### src/hdl/dict_pkg.sv
// ----------------------------------------------------------------------------
// dict_pkg: shared types and constants of the discrete input counter/tacho
// Commands, channel modes, register indexes, output layout, control structs.
// ----------------------------------------------------------------------------
package dict_pkg;

  localparam int MAX_CH = 4;
  localparam int CHAN_W = 2;
  localparam int CNT_W  = 32;
  localparam int SPD_W  = 16;
  localparam int RPT_W  = 3;
  localparam int IN_DATA_W  = 8;
  localparam int OUT_DATA_W = 56;
  localparam int CFG_IDX_W  = 3;
  localparam int CFG_DATA_W = 32;

  typedef enum logic [1:0] {
    CMD_SAMPLE = 2'd0,
    CMD_TICK   = 2'd1,
    CMD_RESET  = 2'd2,
    CMD_NONE   = 2'd3
  } cmd_t;

  localparam logic [2:0] MODE_NORMAL    = 3'd0;
  localparam logic [2:0] MODE_COUNTER   = 3'd1;
  localparam logic [2:0] MODE_TACHO     = 3'd2;
  localparam logic [2:0] MODE_ENC       = 3'd3;
  localparam logic [2:0] MODE_ENC_TACHO = 3'd4;

  localparam logic [CFG_IDX_W-1:0] REG_CSP0    = 3'd0;
  localparam logic [CFG_IDX_W-1:0] REG_CSP1    = 3'd1;
  localparam logic [CFG_IDX_W-1:0] REG_CSP2    = 3'd2;
  localparam logic [CFG_IDX_W-1:0] REG_CSP3    = 3'd3;
  localparam logic [CFG_IDX_W-1:0] REG_SPD_LO  = 3'd4;
  localparam logic [CFG_IDX_W-1:0] REG_SPD_HI  = 3'd5;
  localparam logic [CFG_IDX_W-1:0] REG_MODES   = 3'd6;
  localparam logic [CFG_IDX_W-1:0] REG_ENABLES = 3'd7;

  // output tdata layout
  localparam int OUT_ACC_BIT = 53;

  typedef enum logic [2:0] {
    ST_IDLE   = 3'b001,
    ST_EXEC   = 3'b010,
    ST_REPORT = 3'b100
  } state_t;

  typedef struct packed {
    logic item_ld;
    logic exec;
    logic emit;
  } dict_ctl_t;

  typedef struct packed {
    logic rpt_none;
    logic rpt_last;
    logic out_free;
  } dict_stat_t;

endpackage

### src/hdl/dict_ctrl.sv
// ----------------------------------------------------------------------------
// dict_ctrl: sequencer of the discrete input counter/tacho
// Accepts one item, runs its update, then hands out results one a cycle while out_free.
// ----------------------------------------------------------------------------
module dict_ctrl import dict_pkg::*; (
  input  logic       clk,
  input  logic       rst,
  input  logic       s_tvalid,
  output logic       s_tready,
  input  dict_stat_t stat,
  output dict_ctl_t  ctl
);

  state_t state;
  state_t state_next;

  assign s_tready = (state == ST_IDLE);

  always_comb begin
    state_next = state;
    ctl        = '0;
    case (state)
      ST_IDLE: begin
        if (s_tvalid) begin
          ctl.item_ld = 1'b1;
          state_next  = ST_EXEC;
        end
      end
      ST_EXEC: begin
        ctl.exec   = 1'b1;
        state_next = ST_REPORT;
      end
      ST_REPORT: begin
        if (stat.rpt_none) begin
          state_next = ST_IDLE;
        end else if (stat.out_free) begin
          ctl.emit = 1'b1;
          if (stat.rpt_last) begin
            state_next = ST_IDLE;
          end
        end
      end
      default: state_next = ST_IDLE;
    endcase
  end

  always_ff @(posedge clk) begin
    if (rst) begin
      state <= ST_IDLE;
    end else begin
      state <= state_next;
    end
  end

endmodule

### src/hdl/dict_dp.sv
// ----------------------------------------------------------------------------
// dict_dp: datapath of the discrete input counter/tacho
// Config registers, per-channel counter lanes, result list and output register.
// ----------------------------------------------------------------------------
module dict_dp import dict_pkg::*; #(
  parameter int CHANNELS = 4
) (
  input  logic                  clk,
  input  logic                  rst,
  input  logic                  cfg_we,
  input  logic [CFG_IDX_W-1:0]  cfg_index,
  input  logic [CFG_DATA_W-1:0] cfg_wdata,
  input  logic [IN_DATA_W-1:0]  s_tdata,
  input  logic [1:0]            s_tuser,
  output logic                  m_tvalid,
  input  logic                  m_tready,
  output logic [OUT_DATA_W-1:0] m_tdata,
  output logic                  m_tlast,
  input  dict_ctl_t             ctl,
  output dict_stat_t            stat
);

  // configuration
  logic [CNT_W-1:0] count_sp [MAX_CH];
  logic [31:0]      spd_lo;
  logic [31:0]      spd_hi;
  logic [11:0]      modes;
  logic [7:0]       enables;
  logic [63:0]      spd_all;

  always_ff @(posedge clk) begin
    if (rst) begin
      for (int i = 0; i < MAX_CH; i++) count_sp[i] <= '0;
      spd_lo  <= '0;
      spd_hi  <= '0;
      modes   <= '0;
      enables <= '0;
    end else if (cfg_we) begin
      case (cfg_index)
        REG_CSP0:    count_sp[0] <= cfg_wdata;
        REG_CSP1:    count_sp[1] <= cfg_wdata;
        REG_CSP2:    count_sp[2] <= cfg_wdata;
        REG_CSP3:    count_sp[3] <= cfg_wdata;
        REG_SPD_LO:  spd_lo      <= cfg_wdata;
        REG_SPD_HI:  spd_hi      <= cfg_wdata;
        REG_MODES:   modes       <= cfg_wdata[11:0];
        REG_ENABLES: enables     <= cfg_wdata[7:0];
        default: ;
      endcase
    end
  end

  assign spd_all = {spd_hi, spd_lo};

  // latched item
  cmd_t              cmd_r;
  logic [CHAN_W-1:0] ch_r;
  logic              lvl_r;

  always_ff @(posedge clk) begin
    if (ctl.item_ld) begin
      cmd_r <= cmd_t'(s_tuser);
      ch_r  <= s_tdata[CHAN_W-1:0];
      lvl_r <= s_tdata[CHAN_W];
    end
  end

  logic ch_valid;
  logic pair_valid;
  logic do_sample;
  logic do_tick;
  logic do_reset;

  assign ch_valid   = int'(ch_r) < CHANNELS;
  assign pair_valid = int'(ch_r ^ CHAN_W'(1)) < CHANNELS;
  assign do_sample  = ctl.exec && (cmd_r == CMD_SAMPLE) && ch_valid;
  assign do_tick    = ctl.exec && (cmd_r == CMD_TICK);
  assign do_reset   = ctl.exec && (cmd_r == CMD_RESET) && ch_valid;

  // channel lanes
  logic             prev       [MAX_CH];
  logic [CNT_W-1:0] edge_cnt   [MAX_CH];
  logic [SPD_W-1:0] live       [MAX_CH];
  logic [SPD_W-1:0] hold       [MAX_CH];
  logic             cflag      [MAX_CH];
  logic             sflag      [MAX_CH];
  logic             prev_next  [MAX_CH];
  logic [CNT_W-1:0] edge_next  [MAX_CH];
  logic [SPD_W-1:0] live_next  [MAX_CH];
  logic [SPD_W-1:0] hold_next  [MAX_CH];
  logic             cflag_next [MAX_CH];
  logic             sflag_next [MAX_CH];
  logic [MAX_CH-1:0] allowed_v;
  logic [MAX_CH-1:0] chg_v;

  for (genvar c = 0; c < MAX_CH; c++) begin : g_lane
    localparam int P    = c ^ 1;
    localparam bit ACTV = (c < CHANNELS);
    localparam bit HAS_P = (P < CHANNELS);
    localparam bit ODD  = ((c % 2) == 1);

    logic [2:0]       m;
    logic [2:0]       m_p;
    logic [SPD_W-1:0] sp_spd;
    logic [CNT_W-1:0] edge_inc;
    logic             hit;
    logic             pair_hit;
    logic             rise;
    logic             rise_p;
    logic             pair_low;
    logic             reload;
    logic             inc_live;
    logic             inc_edge;
    logic             clr;

    assign m        = ACTV  ? modes[3*c +: 3] : MODE_NORMAL;
    assign m_p      = HAS_P ? modes[3*P +: 3] : MODE_NORMAL;
    assign sp_spd   = spd_all[SPD_W*c +: SPD_W];
    assign edge_inc = edge_cnt[c] + CNT_W'(1);
    assign hit      = ACTV && (ch_r == CHAN_W'(c));
    assign pair_hit = ACTV && HAS_P && (ch_r == CHAN_W'(P));
    assign rise     = lvl_r && !prev[c];
    assign rise_p   = lvl_r && !prev[P];
    assign pair_low = !(HAS_P && prev[P]);
    assign reload   = ACTV && ((m == MODE_TACHO) || (ODD && (m == MODE_ENC_TACHO)));

    assign allowed_v[c] = !(ODD && (m >= MODE_ENC));
    assign chg_v[c]     = reload && (live[c] != hold[c]);

    // encoder plus tacho feeds the odd phase's live count
    assign inc_live = do_sample && (
        (hit && (m == MODE_TACHO) && rise) ||
        (ODD && ((hit && (m == MODE_ENC_TACHO) && rise) ||
                 (pair_hit && (m_p == MODE_ENC_TACHO) && rise_p))));
    assign inc_edge = do_sample && hit && rise &&
        ((m == MODE_COUNTER) || (((m == MODE_ENC) || (m == MODE_ENC_TACHO)) && pair_low));
    assign clr = do_reset && lvl_r &&
        ((hit && allowed_v[c]) || (ODD && pair_hit && (m_p >= MODE_ENC)));

    assign prev_next[c]  = (do_sample && hit) ? lvl_r : prev[c];
    assign edge_next[c]  = clr ? '0 : (inc_edge ? edge_inc : edge_cnt[c]);
    assign cflag_next[c] = clr      ? (enables[c] && (count_sp[c] == '0)) :
                           inc_edge ? (enables[c] && (edge_inc >= count_sp[c])) : cflag[c];
    assign live_next[c]  = (do_tick && reload) ? '0 :
                           (inc_live ? live[c] + SPD_W'(1) : live[c]);
    assign hold_next[c]  = clr ? '0 : ((do_tick && reload) ? live[c] : hold[c]);
    assign sflag_next[c] = clr ? (enables[4+c] && (sp_spd == '0)) :
                           (do_tick && reload) ? (enables[4+c] && (live[c] >= sp_spd)) :
                           sflag[c];
  end

  always_ff @(posedge clk) begin
    if (rst) begin
      for (int i = 0; i < MAX_CH; i++) begin
        prev[i]     <= 1'b0;
        edge_cnt[i] <= '0;
        live[i]     <= '0;
        hold[i]     <= '0;
        cflag[i]    <= 1'b0;
        sflag[i]    <= 1'b0;
      end
    end else begin
      prev     <= prev_next;
      edge_cnt <= edge_next;
      live     <= live_next;
      hold     <= hold_next;
      cflag    <= cflag_next;
      sflag    <= sflag_next;
    end
  end

  // result list, built at execute time
  logic [CHAN_W-1:0] lst [MAX_CH];
  logic [RPT_W-1:0]  lst_n;
  logic              lst_acc;

  always_comb begin
    for (int i = 0; i < MAX_CH; i++) lst[i] = '0;
    lst_n   = '0;
    lst_acc = 1'b1;
    case (cmd_r)
      CMD_TICK: begin
        for (int i = 0; i < MAX_CH; i++) begin
          if (chg_v[i]) begin
            lst[lst_n[CHAN_W-1:0]] = CHAN_W'(i);
            lst_n = lst_n + RPT_W'(1);
          end
        end
      end
      CMD_SAMPLE: begin
        lst[0] = ch_r;
        lst_n  = ch_valid ? RPT_W'(1) : '0;
      end
      CMD_RESET: begin
        lst[0] = ch_r;
        lst[1] = ch_r ^ CHAN_W'(1);
        if (ch_valid) begin
          if (!allowed_v[ch_r]) begin
            lst_acc = 1'b0;
            lst_n   = RPT_W'(1);
          end else begin
            lst_n = pair_valid ? RPT_W'(2) : RPT_W'(1);
          end
        end
      end
      default: ;
    endcase
  end

  logic [CHAN_W-1:0] rpt_ch [MAX_CH];
  logic [RPT_W-1:0]  rpt_cnt;
  logic [CHAN_W-1:0] rpt_idx;
  logic              rpt_acc;
  logic [CHAN_W-1:0] sel;

  always_ff @(posedge clk) begin
    if (rst) begin
      rpt_cnt <= '0;
      rpt_idx <= '0;
    end else if (ctl.exec) begin
      rpt_cnt <= lst_n;
      rpt_idx <= '0;
    end else if (ctl.emit) begin
      rpt_idx <= rpt_idx + CHAN_W'(1);
    end
  end

  always_ff @(posedge clk) begin
    if (ctl.exec) begin
      rpt_ch  <= lst;
      rpt_acc <= lst_acc;
    end
  end

  assign sel = rpt_ch[rpt_idx];

  // output register
  logic              out_valid;
  logic [CHAN_W-1:0] out_ch;
  logic              out_lvl;
  logic [CNT_W-1:0]  out_cnt;
  logic [SPD_W-1:0]  out_spd;
  logic              out_cr;
  logic              out_sr;
  logic              out_acc;
  logic              out_last;

  assign stat.rpt_none = (rpt_cnt == '0);
  assign stat.rpt_last = ({1'b0, rpt_idx} == (rpt_cnt - RPT_W'(1)));
  assign stat.out_free = !out_valid || m_tready;

  always_ff @(posedge clk) begin
    if (rst) begin
      out_valid <= 1'b0;
    end else if (ctl.emit) begin
      out_valid <= 1'b1;
    end else if (m_tready) begin
      out_valid <= 1'b0;
    end
  end

  always_ff @(posedge clk) begin
    if (ctl.emit) begin
      out_ch   <= sel;
      out_lvl  <= prev[sel];
      out_cnt  <= edge_cnt[sel];
      out_spd  <= hold[sel];
      out_cr   <= cflag[sel];
      out_sr   <= sflag[sel];
      out_acc  <= rpt_acc;
      out_last <= stat.rpt_last;
    end
  end

  assign m_tvalid = out_valid;
  assign m_tlast  = out_last;
  assign m_tdata  = {2'b00, out_acc, out_sr, out_cr, out_spd, out_cnt, out_lvl, out_ch};

endmodule

### src/hdl/discrete_input_counter_tacho_top.sv
// ----------------------------------------------------------------------------
// discrete_input_counter_tacho_top: four-channel pulse counter and tachometer
// Input items carry pin samples, reload ticks and channel resets.
// ----------------------------------------------------------------------------
// Usage:
//   s_* channel takes one item: s_tuser = command, s_tdata = channel, level.
//   m_* channel returns the results of an item, m_tlast on the final one.
//   cfg_we/cfg_index/cfg_wdata write the setpoint, mode and enable registers;
//   write them only while no item is in flight.
// Sequence:
//   an item is accepted, executed in the next cycle and its first result is
//   registered in the report state; the following results come one per cycle
//   while the output is free. A sample gives at most one result, a reset at
//   most two, a tick one per channel whose speed value changed; some give none.
//   Results leave through the accept/execute/report sequencer and the single
//   output register that hands out one result per cycle when it is free.
// Reset: rst clears the config registers, counts, speed values and flags.
// Stall: while m_tready is low the pending result holds; once the last result
//   is registered the block takes and runs the next item, then waits to report it.
// ----------------------------------------------------------------------------
module discrete_input_counter_tacho_top import dict_pkg::*; #(
  parameter int CHANNELS = 4
) (
  input  logic                  clk,
  input  logic                  rst,
  input  logic                  cfg_we,
  input  logic [CFG_IDX_W-1:0]  cfg_index,
  input  logic [CFG_DATA_W-1:0] cfg_wdata,
  input  logic                  s_tvalid,
  output logic                  s_tready,
  input  logic [IN_DATA_W-1:0]  s_tdata,   // channel[1:0], level[2], zero pad
  input  logic [1:0]            s_tuser,   // command[1:0]
  output logic                  m_tvalid,
  input  logic                  m_tready,
  // chan_out[1:0], pin_level[2], event_count[34:3], speed_value[50:35],
  // count_reached[51], speed_reached[52], accepted[53], zero pad
  output logic [OUT_DATA_W-1:0] m_tdata,
  output logic                  m_tlast    // last
);

  dict_ctl_t  ctl;
  dict_stat_t stat;

  dict_ctrl u_ctrl (
    .clk      (clk),
    .rst      (rst),
    .s_tvalid (s_tvalid),
    .s_tready (s_tready),
    .stat     (stat),
    .ctl      (ctl)
  );

  dict_dp #(
    .CHANNELS (CHANNELS)
  ) u_dp (
    .clk       (clk),
    .rst       (rst),
    .cfg_we    (cfg_we),
    .cfg_index (cfg_index),
    .cfg_wdata (cfg_wdata),
    .s_tdata   (s_tdata),
    .s_tuser   (s_tuser),
    .m_tvalid  (m_tvalid),
    .m_tready  (m_tready),
    .m_tdata   (m_tdata),
    .m_tlast   (m_tlast),
    .ctl       (ctl),
    .stat      (stat)
  );

endmodule

### config.mk
export PLATFORM = sky130hd
export DESIGN_NAME = discrete_input_counter_tacho_top
export DESIGN_NICKNAME = d
export VERILOG_FILES = /design/src/hdl/dict_pkg.sv /design/src/hdl/dict_ctrl.sv /design/src/hdl/dict_dp.sv /design/src/hdl/discrete_input_counter_tacho_top.sv
export SDC_FILE = /design/constraint.sdc
export NUM_CORES = 1
export LEC_CHECK = 0
export BUFFER_PORTS_ARGS = -buffer_cell sky130_fd_sc_hd__buf_2
export CAP_MARGIN = 20
export CORE_ASPECT_RATIO = 0.75
export CORE_MARGIN = 2
export CORE_UTILIZATION = 30
export CTS_BUF_LIST = sky130_fd_sc_hd__clkbuf_8
export DETAILED_ROUTE_END_ITERATION = 6
export PLACE_DENSITY_LB_ADDON = 0.15
export SYNTH_ARGS = -nofsm -noshare
export SYNTH_HDL_FRONTEND = slang
export SYNTH_SLANG_ARGS = --single-unit
### constraint.sdc
create_clock -name clk -period 5.3 [get_ports clk]
set_clock_uncertainty 0.2 [all_clocks]
set_input_delay 0.265 -clock clk [delete_from_list [all_inputs] [get_ports clk]]
set_output_delay 0.265 -clock clk [all_outputs]
set_load 0.01 [all_outputs]
After elaboration in Yosys (flattened, before gate mapping). Memory sizes are Yosys's and may differ from the RTL's. Cells that the tools add are included.

Flip-flop bits (word level): 430. Latch bits: 0. Memory bits (writable): 128. ROM bits: 0. Input port bits: 50. Output and inout port bits: 59. Word-level logic and storage cells: 375. Memories: 1.

$add $sub $neg: 13. $mul: 0. Divide/modulo/power cells: 0. $lt $le $gt $ge: 22. Equality and inequality tests: 39. Shifts and indexed selects: 0. Mux-type cells: 96. Bitwise logic cells: 17. Reduce and logical (&&, ||, !) cells: 139.

Memories: u_dp.count_sp (depth 4, bits a word 32, read ports 4, clocked after Yosys merged registers in 0, wr ports 4, line dict_dp.sv:24) `logic [CNT_W-1:0] count_sp [MAX_CH];`.

Operators with widths (count): $mux 32 (6); $add 32x1->32 const B (4); $ge 32x32->1 (4); $logic_not 32->1 (4); $logic_and 1x1->1 (79); $add 16x1->16 const B (4); $bmux 32 s2 (1); $ge 16x16->1 (4); $logic_not 16->1 (4); $ne 16x16->1 (4); $mux 1 (51); $mux 8 (5); $eq 3x2->1 const B (11); $mux 3 (11); $bmux 16 s2 (1); $mux 16 (2); $eq 3x3->1 const B (9); $reduce_or 2->1 (10); $eq 3x1->1 const B (6); $pmux 3 s3 (2); $reduce_bool 2->1 (9); $logic_or 1x1->1 (17); $ge 3x3->1 const B (5); $not 2->3 (5); 27 further kinds (68).

Logic depth before layout (Yosys ltp). Gate-level depths: netlist (run 1).

Word-level depth: 19. Gate-level depth with buffers: 17. Gate-level depth less buffers: 16.

By module. Synthesis (run 1) repeated with hierarchy kept, for this count alone.

Cells, all modules: 3348. Area total of the unflattened synthesis: 31091.1 um^2.

By module, submodules not included: dict_dp (instances 1, cells an instance 3331, area each 30933.4 um^2, sequential area each 13082.5 um^2); dict_ctrl (instances 1, cells an instance 17, area each 157.7 um^2, sequential area each 60.1 um^2).

Worst setup path before layout (run 1). No wires, ideal clock.

Kind: reg-to-reg. From: register u_dp.rpt_cnt[0]. To: register u_dp.rpt_idx[1]. Setup time: 0.078 ns. Arrival time: 3.862 ns. Required time: 5.022 ns. Setup slack: 1.160 ns. Stages on the path, launching flop included: 9. Cell sequence: dfxtp_1 -> inv_1 -> ha_1 -> nand2b_1 -> nand3_1 -> nor2b_1 -> nand2_1 -> xor2_1 -> nor3_1.

RTL lines: start: declaration (line dict_dp.sv:211) `logic [RPT_W-1:0] rpt_cnt;`; start signal: assignment (line dict_dp.sv:221) `rpt_cnt <= lst_n;`; end signal: assignment (line dict_dp.sv:224) `rpt_idx <= rpt_idx + CHAN_W'(1);`; end: declaration (line dict_dp.sv:212) `logic [CHAN_W-1:0] rpt_idx;`.

Worst setup path in the final report (run 1).
From: register u_dp.edge_cnt[96] (netlist name). To: register u_dp.cflag[3] (netlist name).

Word-level cells in the longest chain between the ends: 5.

Ends and longest elaborated chain: start: declaration (line dict_dp.sv:82) `logic [CNT_W-1:0] edge_cnt [MAX_CH];`; start signal: assignment (line dict_dp.sv:164) `edge_cnt <= edge_next;`; $add 32x1->32 (line dict_dp.sv:119) `assign edge_inc = edge_cnt[c] + CNT_W'(1);`; net u_dp.g_lane[0].edge_inc[30] (line dict_dp.sv:105) `logic [CNT_W-1:0] edge_inc;`; $ge 32x32->1 (line dict_dp.sv:143) `inc_edge ? (enables[c] && (edge_inc >= count_sp[c])) : cflag[c];`; $logic_and 1x1->1 (line dict_dp.sv:143); $mux 1 (line dict_dp.sv:143); $mux 1 (line dict_dp.sv:142) `assign cflag_next[c] = clr ? (enables[c] && (count_sp[c] == '0)) :`; end signal: assignment (line dict_dp.sv:167) `cflag <= cflag_next;`; end: declaration (line dict_dp.sv:85) `logic cflag [MAX_CH];`.

The timed path passes the listed nets, and every way through them passes these cells. The select of a mux whose other input is x is not followed. A chain may end at the register's enable or synchronous reset.

==> flow_summary.yaml, run 1 <==
setup_path:
  path_buf_inv: 0
  cp_data_required_time_ps: 5780
  critical_path.top_delay_family: "simple AND/OR/NAND/NOR gates"
  slowest_stage: "sky130_fd_sc_hd__dfxtp_1"
  crit_path_max_fanout: 9
  cp_data_arrival_time_ps: 4880
  largest_stage_delay_on_the_critical_path_ps: 520
  criticalPathCategory: "flip-flop to flip-flop"
  path_cells: "ha_1 -> nand4_1 -> nor3_4 -> nand4_2 -> nor3_1 -> nand3_1 -> xnor2_1 -> ha_1 -> nand4_1 -> nor4_1 -> o221ai_1 -> a221oi_1"
  type_of_destination_of_the_critical_path: "flip-flop"
  critical_path.startpoint_type: "flip-flop"
timing:
  achievable-frequency_mhz: 227
  period_minus_slack_ps: 4400
  final.period_utilization: 0.831
  report.final.slew_viol_count: 0
  setup_repair_after_global_routing_missed_its_margin: "false"
  timing.final.hold_violations: 0
  finalWorstSetupSlack_ps: 898
  timing_worst_slew_pin_value_ps: 1080
  totalNegativeSetupSlack_ps: 0
  number_of_failing_setup_endpoints_in_the_final_timing_report: 0
  slew-limit-headroom: 0.277
  timing.hold.ws_ps: 223
global_routing:
  grt_max_degree: 58
  globalRoute.totalOverflow: 0
  wire_length_of_the_first_global_routing_pass_um: 154000
  grt_pass1_vias: 22600
  antenna_found_initial: 39
  grt_use_total: 0.196
cts:
  cts.clk_slew.worst_paths_ps: 60
  ctsRootBufferMaster: "sky130_fd_sc_hd__clkbuf_8"
  number_of_cts_inserted_buffers: 99
  max_buffers_root_to_sink: 3
  cts_post_setup_buffers_inserted: 0
  cts_htree_levels: 3
  clock_sink_count: 558
  tritoncts: "yes"
  clock_latency_ps: 820
die:
  top_ports: 109
  core-area_um2: 103000
  initial_core_util: 0.302
  floorplan.die.height_um: 283
  rows: 102
  die-width_um: 376
  dieArea_um2: 106000
final_layout:
  syn2layout_area_growth_pct: 14.6
  mostFrequentLayoutCell: "sky130_fd_sc_hd__nand2_1"
  layout-drive-gt1-share: 0.103
  number_of_filler_instances_in_the_final_layout: 10700
  finish.net_count: 3761
  mostFrequentLayoutCells: "403 x sky130_fd_sc_hd__nand2_1, 361 x sky130_fd_sc_hd__dfxtp_1, 293 x sky130_fd_sc_hd__nor2_1"
placed_design:
  detailedPlacementHpwl_um: 77400
  finalWeightedCongestion: 0.848
  portBuffers: 101
  preCtsSetupSlack_ps: 891
detailed_routing:
  routed_wire_length_per_instance_um: 21.5
  wl_final_um: 106000
  drt_first_pass_iters: 7
  detail_route.vias_per_cell: 4.95
  drtIter0Drc: 2601
  ant_nets: 0
  vias: 24400
  detail_route.drc_violations: 0
synth:
  count_of_different_cell_masters_after_synthesis: 86
  synth.yosys.warnings: 0
  synth.top_cells.by_area: "sky130_fd_sc_hd__dfxtp_1 23%, sky130_fd_sc_hd__edfxtp_1 19%, sky130_fd_sc_hd__ha_1 8.6%, sky130_fd_sc_hd__xor2_1 5.7%, sky130_fd_sc_hd__nand2_1 4.9%"
  netlist_instances: 3337
  post-synth-top-area-cell: "sky130_fd_sc_hd__dfxtp_1"
  synth-async-reset-ratio: 0
  ys_dominant_reg_cell: "sky130_fd_sc_hd__dfxtp_1"
  synth_top_area_frac: 0.232
  synth_seq_cells: 558
  synth.avg_cell_area_um2: 9.33
  synth_area_um2: 31100
  synth.yosys.seq_area_share: 0.422
  synth_enable_flop_cells: 197
pwr:
  maximum_resistive_drop_on_vdd_v: 0.000161
  p_leak_nw: 14.4
  power_per_cell_area_nw_per_um2: 254
outcome:
  run_status: "finished clean"
run:
  drv.max_cap_violation_count: 0
worst_hold_path:
  hold_path.class: "flip-flop to flip-flop"
## worst reg2reg max path, stage by stage (launching register included)
cell,delay [ps]
sky130_fd_sc_hd__dfxtp_1,520
sky130_fd_sc_hd__ha_1,280
sky130_fd_sc_hd__nand4_1,270
sky130_fd_sc_hd__nor3_4,420
sky130_fd_sc_hd__nand4_2,340
sky130_fd_sc_hd__nor3_1,450
sky130_fd_sc_hd__nand3_1,150
sky130_fd_sc_hd__xnor2_1,150
sky130_fd_sc_hd__ha_1,290
sky130_fd_sc_hd__nand4_1,160
sky130_fd_sc_hd__nor4_1,500
sky130_fd_sc_hd__o221ai_1,260
sky130_fd_sc_hd__a221oi_1,290
## layout make-up
type                            count  area [um2]  share of cell area
Multi-Input combinational cell   2391       16500               0.463
Sequential cell                   558       13100               0.368
Tap cell                         1352        1690              0.0474
Timing Repair Buffer              214        1560              0.0438
Clock buffer                      112        1540              0.0432
Inverter                          232         871              0.0244
Clock inverter                     70         349             0.00978
Antenna cell                        6        15.0            0.000421
## kinds of logic (layout without fill, tap and decap cells)
logic type / after synthesis / after routing / synth area share
buf+inv: 389 / 628 / 0.0501
other cells: 1 / 8 / 0.000120
fa+ha+maj: 215 / 215 / 0.0866
mux: 98 / 98 / 0.0530
compound gates: 403 / 403 / 0.0780
xor+xnor: 340 / 340 / 0.0956
flops: 558 / 558 / 0.422
simple gates: 1333 / 1333 / 0.215
## report_power, final
part	internal (mW)	switching (mW)	total, mW
Combinational	0.160	0.348	0.508
Clock	1.98	1.98	3.96
Sequential	4.52	0.0723	4.59
Total	6.66	2.40	9.06
## per-layer routing
layer / up-vias / track usage / wire [um] / share of wire
met2: 758 / 0.246 / 38800 / 0.37
met1: 11600 / 0.327 / 56600 / 0.53
met4: 0 / 0.0421 / 1650 / 0.016
li1: 11900 / - / - / -
met3: 119 / 0.0391 / 8920 / 0.084
met5: - / 0 / 0 / 0
## stage by stage
step | util | cell area [um2] | power, mW | std cells
after detailed placement | 0.320 | 33000 | 5.15 | 4668
after CTS | 0.346 | 35600 | 9.19 | 4928
after global placement | 0.320 | 33000 | 5.15 | 4667
final | 0.346 | 35700 | 9.06 | 4935
after global routing | 0.346 | 35700 | 9.43 | 4932
after floorplan | - | 31100 | 4.92 | 3338
## cells in the mapped netlist (12+ instances only)
cell / count
sky130_fd_sc_hd__a211oi_1: 12
sky130_fd_sc_hd__nor4_1: 77
sky130_fd_sc_hd__o21ai_0: 60
sky130_fd_sc_hd__and3_1: 43
sky130_fd_sc_hd__buf_2: 52
sky130_fd_sc_hd__dfxtp_1: 361
sky130_fd_sc_hd__a21oi_1: 223
sky130_fd_sc_hd__nand2b_1: 18
sky130_fd_sc_hd__nor3_1: 42
sky130_fd_sc_hd__edfxtp_1: 197
sky130_fd_sc_hd__xnor2_1: 136
sky130_fd_sc_hd__xor2_1: 204
sky130_fd_sc_hd__and2_1: 145
sky130_fd_sc_hd__mux4_2: 53
sky130_fd_sc_hd__nand3_1: 90
sky130_fd_sc_hd__nor2_1: 294
sky130_fd_sc_hd__clkbuf_1: 92
sky130_fd_sc_hd__inv_1: 230
sky130_fd_sc_hd__mux2i_1: 40
sky130_fd_sc_hd__nand4_1: 89
sky130_fd_sc_hd__nand2_1: 404
sky130_fd_sc_hd__ha_1: 214
sky130_fd_sc_hd__nor3b_1: 12
sky130_fd_sc_hd__nor2b_1: 18
sky130_fd_sc_hd__or3_1: 35
sky130_fd_sc_hd__a21o_1: 33
## state kept, by name, summed over array words and instances, names as in the netlist, 8 cells and up
name	cells
u_dp.spd_lo	32
u_dp.edge_cnt	128
u_dp.modes	12
u_dp.spd_hi	32
u_dp.count_sp	128
u_dp.rpt_ch	8
u_dp.out_cnt	32
u_dp.hold	64
u_dp.out_spd	16
u_dp.enables	8
u_dp.live	64
## path summary, 6_finish.rpt
path	depth (start not counted)	startpoint	slack [ps]	to
worst max-delay path	12	u_dp.edge_cnt[96]	900	u_dp.cflag[3]
worst min-delay path	0	u_dp.rpt_acc	220	u_dp.out_acc
worst max register to register	12	u_dp.edge_cnt[96]	900	u_dp.cflag[3]
worst min register to register	0	u_dp.rpt_acc	220	u_dp.out_acc
## timing repair
| item | CTS | global route |
|---|---|---|
| hold buffers | 78 | 0 |
| endpoints found under the setup margin | 0 | 0 |
| gates resized for setup | 0 | 0 |
| endpoints found under the hold margin | 254 | 0 |
No activity file was read; power rests on OpenSTA's default activity.
==> run 2: changes to the inputs <==
clock period = 3.7 ns   (was 5.3 ns; I/O delays follow)
==> run 2 against run 1 <==
Critical path depth down 1; core utilization grew 1.4 points; via count is 3.6% higher; count of clock-buffer cells in the layout up 5; flip-flop and latch count did not move; register-to-register slack got worse by 670 ps; critical path type unchanged; largest cell class unchanged; largest power group unchanged.
==> flow_summary.yaml, run 2 (synthesis results as in run 1) <==
pwr:
  totalPowerFinal_mw: 13.2
  p_leak_nw: 15.3
  power_per_cell_area_nw_per_um2: 354
  internal-power_mw: 9.72
  total_switching_power_mw: 3.45
  sequentialPowerShare: 0.498
  clkPwrFrac: 0.444
  switching_share: 0.262
  maximum_resistive_drop_on_vdd_v: 0.000210
  power_frac_comb: 0.057
detailed_routing:
  wl_final_um: 110000
  routed_wire_length_per_instance_um: 21.5
  vias: 25300
  ant_nets: 0
  detail_route.vias_per_cell: 4.94
  drt_first_pass_iters: 5
  detail_route.drc_violations: 0
  drtIter0Drc: 2206
setup_path:
  critical_path.startpoint_type: "flip-flop"
  crit_path_max_fanout: 5
  cp_data_required_time_ps: 4150
  cp_data_arrival_time_ps: 3930
  criticalPathCategory: "flip-flop to flip-flop"
  type_of_destination_of_the_critical_path: "flip-flop"
  rr_worst_depth: 11
final_layout:
  number_of_filler_instances_in_the_final_layout: 10700
  multi_input_comb_area_um2: 16500
  fin_util: 0.360
  finish.net_count: 3942
  mostFrequentLayoutCells: "403 x sky130_fd_sc_hd__nand2_1, 360 x sky130_fd_sc_hd__dfxtp_1, 292 x sky130_fd_sc_hd__nor2_1"
  layout_top_registers: "u_dp.count_sp: 128 flops, u_dp.edge_cnt: 128 flops"
  layout-drive-gt1-share: 0.152
  syn2layout_area_growth_pct: 19.4
  mostFrequentLayoutCell: "sky130_fd_sc_hd__nand2_1"
  layout.area.seq_um2: 13100
worst_hold_path:
  holdPathStages: 4
  hold_path.class: "primary input to flip-flop"
cts:
  clock_latency_ps: 790
  tritoncts: "yes"
  clock_sink_count: 558
  number_of_cts_inserted_buffers: 98
  cts.clk_slew.worst_paths_ps: 60
  max_buffers_root_to_sink: 3
  ctsRootBufferMaster: "sky130_fd_sc_hd__clkbuf_8"
  cts_htree_levels: 3
die:
  floorplan.die.height_um: 283
  initial_core_util: 0.302
  top_ports: 109
  core-area_um2: 103000
  rows: 102
  dieArea_um2: 106000
  die-width_um: 376
global_routing:
  globalRoute.totalOverflow: 0
  grt_pass1_vias: 24000
  grt_max_degree: 61
  wire_length_of_the_first_global_routing_pass_um: 162000
  antenna_found_initial: 41
  grt_use_total: 0.205
timing:
  timing_worst_slew_pin_value_ps: 999
  totalNegativeSetupSlack_ps: 0
  period_minus_slack_ps: 3480
  setup_repair_after_global_routing_missed_its_margin: "false"
  report.final.slew_viol_count: 0
  slew-limit-headroom: 0.332
  final.period_utilization: 0.939
  timing.final.hold_violations: 0
  number_of_failing_setup_endpoints_in_the_final_timing_report: 0
  achievable-frequency_mhz: 288
run:
  drv.max_cap_violation_count: 0
outcome:
  run_status: "finished clean"
placed_design:
  finalWeightedCongestion: 0.870
  portBuffers: 101
  detailedPlacementHpwl_um: 81700
==> run 2: per-layer routing <==
| metal | vias to the layer above | global-route usage | part of all wire | wire length [um] |
|---|---|---|---|---|
| met2 | 782 | 0.262 | 0.37 | 40800 |
| met4 | 2 | 0.0439 | 0.017 | 1890 |
| met5 | - | 0 | 0.00012 | 13 |
| li1 | 12300 | - | - | - |
| met1 | 12100 | 0.336 | 0.53 | 58400 |
| met3 | 124 | 0.0472 | 0.083 | 9100 |
==> run 2: through the flow <==
step	worst slack, ps	cells	hold slack (ps)	cell area [um2]
floorplan	25.6	3338	83.9	31100
global placement	155	4852	169	34400
detailed placement	147	4852	164	34400
CTS	116	5108	42.8	37100
global route	2.43	5111	137	37100
finish	224	5120	130	37200
==> run 2: critical path, cell delays in order (launching register included) <==
cell and delay (ps):
sky130_fd_sc_hd__dfxtp_1 420, sky130_fd_sc_hd__and3_1 220, sky130_fd_sc_hd__nand4_2 130, sky130_fd_sc_hd__or4_1 610
sky130_fd_sc_hd__xnor2_1 170, sky130_fd_sc_hd__ha_1 290, sky130_fd_sc_hd__a21oi_1 150, sky130_fd_sc_hd__o21ai_0 90
sky130_fd_sc_hd__a221o_1 360, sky130_fd_sc_hd__a2111o_1 400, sky130_fd_sc_hd__a211oi_1 210, sky130_fd_sc_hd__o22ai_1 90
==> run 2: final timing paths <==
kind / from / endpoint / slack (ps)
min: m_tready / u_dp.m_tvalid / 130
min reg2reg: u_dp.rpt_acc / u_dp.out_acc / 250
max: u_dp.edge_cnt[65] / u_dp.cflag[2] / 220
max reg2reg: u_dp.edge_cnt[65] / u_dp.cflag[2] / 220
==> run 2: area by class of cell <==
| class | count | area share |
|---|---|---|
| repair buffers | 396 | 0.0797 |
| clock buffers | 117 | 0.0433 |
| clock inverters | 64 | 0.00939 |
| inverters | 232 | 0.0234 |
| diodes | 10 | 0.000673 |
| well taps | 1352 | 0.0455 |
| multi-input cells | 2391 | 0.444 |
| flip-flops and latches | 558 | 0.354 |
==> run 2: power by group through the flow <==
stage | combinational (mW) | clock [mW] | sequential [mW]
floorplan | 0.397 | 0 | 6.65
global placement | 0.702 | 0 | 6.69
CTS | 0.754 | 6.04 | 6.56
finish | 0.754 | 5.85 | 6.57
global route | 0.830 | 6.31 | 6.58
detailed placement | 0.699 | 0 | 6.70
==> run 2: what timing repair did <==
| item | CTS | global route |
|---|---|---|
| setup endpoints to repair | 0 | 2 |
| hold buffers | 75 | 0 |
| endpoints found under the hold margin | 243 | 0 |
| setup buffers | 0 | 2 |
| gates resized for setup | 0 | 7 |
==> run 3: changes to the inputs <==
CORE_ASPECT_RATIO = 0.5   (was 0.75)
==> run 3 against run 2 <==
Fmax decreased by 1.2%; sequential share of layout area about the same; count of clock-buffer cells in the layout decreased by 6; critical path depth unchanged; first-iteration DRC count decreased by 14%; flip-flop and latch count unchanged; core utilization increased by 0.20 points; critical path type unchanged; highest routed layer is now met4.
==> flow_summary.yaml, run 3 (synthesis results as in run 1) <==
placed_design:
  portBuffers: 101
  detailedPlacementHpwl_um: 79300
  finalWeightedCongestion: 0.870
  preCtsSetupSlack_ps: 43.1
run:
  drv.max_cap_violation_count: 0
detailed_routing:
  ant_nets: 0
  wl_final_um: 107000
  drtIter0Drc: 1896
  drt_first_pass_iters: 7
  detail_route.vias_per_cell: 4.87
  routed_wire_length_per_instance_um: 20.9
  detail_route.drc_violations: 0
  vias: 24900
final_layout:
  layout_top_registers: "u_dp.count_sp: 128 flops, u_dp.edge_cnt: 128 flops"
  mostFrequentLayoutCells: "403 x sky130_fd_sc_hd__nand2_1, 360 x sky130_fd_sc_hd__dfxtp_1, 291 x sky130_fd_sc_hd__nor2_1"
  fin_util: 0.362
  finish.net_count: 3926
  syn2layout_area_growth_pct: 19.5
  number_of_filler_instances_in_the_final_layout: 10400
  layout-drive-gt1-share: 0.155
  mostFrequentLayoutCell: "sky130_fd_sc_hd__nand2_1"
timing:
  timing_worst_slew_pin_value_ps: 934
  slew-limit-headroom: 0.375
  period_minus_slack_ps: 3520
  number_of_failing_setup_endpoints_in_the_final_timing_report: 0
  report.final.slew_viol_count: 0
  achievable-frequency_mhz: 284
  finalWorstSetupSlack_ps: 182
  final.period_utilization: 0.951
  timing.hold.ws_ps: 135
  timing.final.hold_violations: 0
setup_path:
  critical_path.top_delay_family: "compound AO/OA/AOI/OAI gates"
  path_buf_inv: 0
  cp_data_required_time_ps: 4170
  critical_path.startpoint_type: "flip-flop"
  cp_data_arrival_time_ps: 3990
  rr_worst_depth: 11
  reg2reg_to: "u_dp.cflag[2]"
  criticalPathCategory: "flip-flop to flip-flop"
  largest_stage_delay_on_the_critical_path_ps: 610
  path_cells: "and3_1 -> nand4_2 -> or4_4 -> xnor2_1 -> ha_1 -> a21oi_1 -> o21ai_0 -> a221o_1 -> a2111o_1 -> a211oi_1 -> o22ai_1"
  r2r_setup_slack_ps: 180
  worstSetupPathDepth: 11
  startpoint: "u_dp.edge_cnt[65]"
  type_of_destination_of_the_critical_path: "flip-flop"
  rr_startpoint: "u_dp.edge_cnt[65]"
  slowest_stage: "sky130_fd_sc_hd__or4_4"
  worstSetupEndpoint: "u_dp.cflag[2]"
  crit_path_max_fanout: 5
die:
  dieArea_um2: 107000
  die-width_um: 460
  core-area_um2: 103000
  top_ports: 109
  initial_core_util: 0.303
  rows: 83
  floorplan.die.height_um: 232
global_routing:
  wire_length_of_the_first_global_routing_pass_um: 159000
  globalRoute.totalOverflow: 0
  grt_use_total: 0.200
  grt_max_degree: 112
  antenna_found_initial: 9
  grt_pass1_vias: 24100
cts:
  clock_sink_count: 558
  cts_htree_levels: 3
  number_of_cts_inserted_buffers: 94
  cts.clk_slew.worst_paths_ps: 70
  tritoncts: "yes"
  ctsRootBufferMaster: "sky130_fd_sc_hd__clkbuf_8"
  max_buffers_root_to_sink: 3
  clock_latency_ps: 800
worst_hold_path:
  hold_path.class: "primary input to flip-flop"
pwr:
  maximum_resistive_drop_on_vdd_v: 0.000253
  totalPowerFinal_mw: 13.5
  p_leak_nw: 15.3
  power_per_cell_area_nw_per_um2: 363
outcome:
  run_status: "finished clean"
## run 3: area by class of cell
type	instances	area [um2]	area share
diodes	7	17.5	0.000471
clock buffers	111	1530	0.0410
clock inverters	67	528	0.0142
inverters	232	871	0.0234
multi-input cells	2391	16600	0.445
flip-flops and latches	558	13100	0.353
well taps	1360	1700	0.0457
repair buffers	384	2860	0.0769
## run 3: worst min path at each step
stage	from	endpoint	slack, ps	cells after the start
2_1_floorplan	s_tdata[0]	u_dp.ch_r[0]	80	0
3_3_place_gp	s_tdata[1]	u_dp.ch_r[1]	160	1
3_5_place_dp	s_tdata[2]	u_dp.lvl_r	160	1
4_1_cts	s_tvalid	u_ctrl.state[0]	50	5
5_1_grt	s_tvalid	u_ctrl.state[2]	100	4
6_report	s_tvalid	u_ctrl.state[0]	140	5
## run 3: power breakdown
part / internal, mW / switching (mW)
Combinational: 0.241 / 0.492
Clock: 3.32 / 2.88
Sequential: 6.47 / 0.102
Total: 10.0 / 3.47
## run 3: timing repair
item / in CTS / in global routing
buffers inserted: 0 / 4
hold endpoints to repair: 292 / 0
gates resized for setup: 0 / 15
hold buffers: 63 / 0
endpoints found under the setup margin: 0 / 5
## run 3: tightest hold or removal path: cells and delay by family
kind | cells | cell delay, ps
buffers and inverters | 2 | 620
AND/OR/NAND/NOR | 2 | 160
AO/OA/AOI/OAI | 1 | 90
## run 3: metal layers
metal,up-vias,part of all wire,track usage
li1,12200,-,-
met1,12000,0.49,0.279
met2,477,0.45,0.324
met3,123,0.038,0.0296
met4,0,0.020,0.0514
met5,-,0,0
## run 3: per-stage QoR
| stage | instance area (um2) | instances | setup TNS (ps) |
|---|---|---|---|
| after global routing | 37200 | 5106 | -7.76 |
| after global placement | 34400 | 4857 | -24.6 |
| after CTS | 37100 | 5098 | 0 |
| after detailed placement | 34400 | 4857 | 0 |
| after floorplan | 31100 | 3338 | 0 |
| final | 37200 | 5110 | 0 |
